==> config.mk <==
export PLATFORM = sky130hd
export DESIGN_NAME = bsa_cell
export DESIGN_NICKNAME = d
export VERILOG_FILES = /design/src/rtl/core/bsa_pkg.sv /design/src/rtl/core/bsa_cell.sv
export SDC_FILE = /design/constraint.sdc
export NUM_CORES = 1
export LEC_CHECK = 0
export BUFFER_PORTS_ARGS = -buffer_cell sky130_fd_sc_hd__buf_2
export CAP_MARGIN = 15
export CELL_PAD_IN_SITES_DETAIL_PLACEMENT = 1
export CELL_PAD_IN_SITES_GLOBAL_PLACEMENT = 2
export CORE_ASPECT_RATIO = 2
export CORE_MARGIN = 2
export CORE_UTILIZATION = 27
export CTS_BUF_LIST = sky130_fd_sc_hd__clkbuf_2
export CTS_CLUSTER_DIAMETER = 150
export DETAILED_ROUTE_END_ITERATION = 12
export GPL_TIMING_DRIVEN = 1
export PLACE_DENSITY = 0.8
export SLEW_MARGIN = 25
export SYNTH_ARGS = -nofsm -noshare
export SYNTH_HDL_FRONTEND = slang
export SYNTH_SLANG_ARGS = --single-unit
==> constraint.sdc <==
create_clock -name i_clk -period 2.9 [get_ports i_clk]
set_input_delay 0.435 -clock i_clk [delete_from_list [all_inputs] [get_ports i_clk]]
set_output_delay 0.435 -clock i_clk [all_outputs]
set_load 0.005 [all_outputs]
==> src/rtl/core/bsa_pkg.sv <==
// Shared types and constants for the ascending list sorter.
// Used by bsa_cell and bubble_sort_ascending; no dependencies.
package bsa_pkg;

    // Default list depth
    localparam int LIST_DEPTH_DEF = 64;
    localparam int VALUE_W        = 32;

    typedef logic signed [VALUE_W-1:0] t_value;

    // Input transfer payload
    typedef struct packed {
        t_value value;
        logic   is_last;
    } t_item;

    // Result transfer payload
    typedef struct packed {
        t_value sorted_value;
        logic   is_final;
        logic   overflow;
    } t_result;

    // Element moving down the cell chain
    typedef struct packed {
        logic   vld;
        t_value value;
    } t_pass;

    // Per-cycle control broadcast to every cell
    typedef struct packed {
        logic shift;
        logic clear;
    } t_cell_ctrl;

    // Sequencer states, one-hot
    typedef enum logic [2:0] {
        ST_LOAD   = 3'b001,
        ST_SETTLE = 3'b010,
        ST_DRAIN  = 3'b100
    } t_state;

endpackage

==> src/rtl/core/bsa_cell.sv <==
// One cell of the insertion chain: keeps the smaller element, passes the larger on.
// Also shifts toward the head during unload. Depends on bsa_pkg.
module bsa_cell
    import bsa_pkg::*;
(
    input  logic       i_clk,
    input  logic       i_rst_n,
    input  t_cell_ctrl i_ctrl,
    input  t_pass      i_pass,
    input  t_value     i_right,
    output t_value     o_value,
    output t_pass      o_pass
);

    t_value r_value, n_value;
    logic   r_full,  n_full;
    t_pass  r_pass,  n_pass;

    // Compare-and-pass; ties keep the held element so equal values stay in order
    always_comb begin
        n_value      = r_value;
        n_full       = r_full;
        n_pass.vld   = 1'b0;
        n_pass.value = i_pass.value;
        if (i_ctrl.clear) begin
            n_full = 1'b0;
        end else if (i_ctrl.shift) begin
            n_value = i_right;
        end else if (i_pass.vld) begin
            if (!r_full) begin
                n_value = i_pass.value;
                n_full  = 1'b1;
            end else if (r_value > i_pass.value) begin
                n_value      = i_pass.value;
                n_pass.vld   = 1'b1;
                n_pass.value = r_value;
            end else begin
                n_pass.vld = 1'b1;
            end
        end
    end

    // Control bits are reset; payload is not
    always_ff @(posedge i_clk) begin
        if (!i_rst_n) begin
            r_full     <= 1'b0;
            r_pass.vld <= 1'b0;
        end else begin
            r_full     <= n_full;
            r_pass.vld <= n_pass.vld;
        end
        r_value      <= n_value;
        r_pass.value <= n_pass.value;
    end

    assign o_value = r_value;
    assign o_pass  = r_pass;

endmodule

==> impl_metrics.toml <==
[synthesis]
yosys_warnings = 0
synthXorXnorAreaFrac_pct = 0
synthAdderAreaFrac_pct = 12.46
synth.avg_cell_area_um2 = 10.82
synth-simple-area-share_pct = 9.225
synth.distinct_cells = 28
muxShareOfSynthArea_pct = 11.56
syn_inst = 297
synth.ff_latch_count = 66
yosysSeqAreaShare_pct = 51.07
synth_area_mm2 = 0.003214
synth_top_family_by_area = "adder cells"
synthesis.nets = 398
synth_compound_area_share_pct = 9.965

[critical_path]
cp_data_required_time_ns = 3.34
cpMostUsedCell = "nor4_2"
slowest_stage = "edfxtp_1"
cp_max_fo = 6
arrival_ns = 3.28
crit_path_max_incr_delay_ns = 0.50
startpoint_type = "register"
worstSetupEndpointType = "register"
reg2reg_slack_ns = 0.05
cp_cell_sequence = "ha_4, nand4_1, nor4_2, a21boi_2, nor4_2, o211a_1, nor3_4, buf_12, clkbuf_16, mux2_4"
critPathKind = "register to register"

[power]
comb_power_share_pct = 16.3
switching_power_uw = 571.1
leakagePower_nw = 2.142
p_seq_share_pct = 49.6
power.density_mw_per_mm2 = 484.3
p_sw_share_pct = 26.32
p_int_mw = 1.599
vdd_drop_max_uv = 256.5
clkPwrFrac_pct = 34.1

[outcome]
status = "finished, final reports clean"

[global_route]
grt_max_degree = 35
grt_antenna_before_repair = 1
grt_pass1_vias = 2995
grt-ovfl-total = 0
gr-usage-all-layers_pct = 14.96
grt_pass1_wl_mm = 14.29

[sta]
slew_viol_final = 0
max_freq_mhz = 351.2
setup_tns_ns = 0
finalHoldViolCount = 0
worstMarginPinSlew_ns = 0.3975
whs_ns = 0.1306
setup_viol = 0
relSlewSlack_pct = 73.50
worst_slack_ns = 0.05257
finalCritPeriodShare_pct = 98.19
rsz0062_at_grt = "yes"
fin_skew_ns = 0.03042
post-route-min-period_ns = 2.847

[finish]
fin_area_mm2 = 0.004481
finalNetCount = 551
drive_above_1_share_pct = 45.93
fillCellCount = 1353
synthToLayoutAreaGrowth_pct = 39.39

[floorplan]
die-area_mm2 = 0.01285
start_util_pct = 27.47
pin_count = 134
core_mm2 = 0.01170
die_w_um = 81.15
die_y_um = 158.3
rows = 56

[placed_design]
io_buffer_count = 133
hpwlAfterDp_mm = 7.546
place.gp.congestion = 0.7416
placed_cell_area_mm2 = 0.004121
place_ws_ns = -0.1659

[clocking]
clk_latency_ns = 0.52
clk_path_buf_depth = 2
cts_tree = "built"
cts_sinks = 66
h-tree-depth = 3
hold_buffers = 0
clk_pin_slew_ns = 0.22
cts_root_buffer = "clkbuf_2"
cts_buffers = 9

[min_path]
holdCritPathClass = "input pin to register"

[route]
num_vias = 2732
drt-pass1-iter-count = 4
drt-initial-drc-count = 54
avgViaCountPerCell = 4.546
drc_errors = 0
wire_per_inst_um = 16.10
drtAntennaViolNets = 0
wirelength_mm = 9.674

[run]
maxCapViolCount = 0
power groups by stage:
stage / sequential, mW / clock, mW / combinational [mW]
floorplan: 1.10 / 0 / 0.155
global placement: 1.10 / 0 / 0.325
detailed placement: 1.10 / 0 / 0.337
CTS: 1.08 / 0.760 / 0.342
global route: 1.09 / 0.794 / 0.401
finish: 1.08 / 0.740 / 0.354
state kept, by name (all words and copies together) (netlist names):
| name | flops |
|---|---|
| o_value | 32 |
| r_full | 1 |
| o_pass | 33 |
placed cells by master, fill, tap and decap left out, types with 4 or more instances in the layout:
cell type and instances:
ha_1 30, buf_2 133, edfxtp_1 32, inv_1 33, o21ai_0 34, buf_4 12
nand4_1 4, nor2_1 7, a21oi_1 13, clkbuf_2 11, nand2_1 43, mux2_2 21
buf_12 5, dfxtp_1 34, mux2_4 12
synthesized netlist by cell type:
cell type,instances,area (um2)
nand2_1,43,161.4
dfxtp_1,34,680.7
o21ai_0,34,170.2
inv_1,33,123.9
edfxtp_1,32,960.9
ha_1,32,400.4
mux2_2,32,360.4
a21oi_1,13,65.06
clkbuf_1,7,26.28
nor2_1,7,26.28
nand4_1,4,25.02
buf_6,3,33.78
nand3_1,3,15.01
nor4_1,3,18.77
a21o_1,2,15.01
nand2b_1,2,12.51
nor2b_1,2,12.51
a21boi_1,1,7.510
a221oi_1,1,8.760
a22o_1,1,8.760
and4_1,1,8.760
mux2_1,1,11.26
nor3_4,1,16.27
o211a_1,1,10.01
o211ai_1,1,7.510
o21a_1,1,7.510
o221a_2,1,11.26
o221ai_1,1,8.760
repair_timing:
item,in CTS,in global routing
endpoints found under the setup margin,41,64
pin swaps,1,6
gates resized for setup,1,20
cloned,0,2
endpoints found under the hold margin,0,0
buffers inserted,1,5
per-stage QoR:
step / power [mW] / utilization, % / instances
global route: 2.281 / 38.29 / 601
global placement: 1.420 / 35.22 / 576
finish: 2.170 / 38.29 / 601
floorplan: 1.251 / - / 297
detailed placement: 1.436 / 35.22 / 576
CTS: 2.180 / 36.69 / 593
per-layer routing:
metal  global-route usage, %  up-vias  share of wire [%]
li1                        -     1348                  -
met1                   13.74     1291                 33
met2                   29.83       80                 59
met3                   3.515       13                4.9
met4                   6.295        0                2.4
met5                       0        -                  0
final timing paths:
check | end | cells after the start | from
setup / recovery | o_pass[10] | 10 | o_value[13]
hold / removal | o_pass[13] | 2 | i_pass[13]
setup reg to reg | o_pass[10] | 10 | o_value[13]
hold reg to reg | r_full | 2 | r_full
kinds of logic after synthesis:
| logic type | Yosys count |
|---|---|
| buf+inv | 43 |
| fa+ha+maj | 32 |
| simple gates | 66 |
| flops | 66 |
| compound gates | 57 |
| mux | 33 |
cell type report:
type / count / area, um2 / share of cell area, %
sequential: 66 / 1642 / 36.64
multi-input combinational: 188 / 1481 / 33.06
timing repair buffer: 152 / 892.1 / 19.91
tap: 145 / 181.4 / 4.049
inverter: 33 / 123.9 / 2.765
clock inverter: 5 / 102.6 / 2.290
clock buffer: 11 / 55.05 / 1.229
antenna: 1 / 2.502 / 0.05585
worst max-delay path: cells and delay by family, from the launching register on:
kind                     cells  cell delay, ns
buffers and inverters        2            0.32
AND/OR/NAND/NOR              4            0.83
flip-flops                   1            0.50
AO/OA/AOI/OAI                2            0.50
adder cells (fa/ha/maj)      1            0.30
multiplexers                 1            0.30
(Power assumes the default switching activity.)
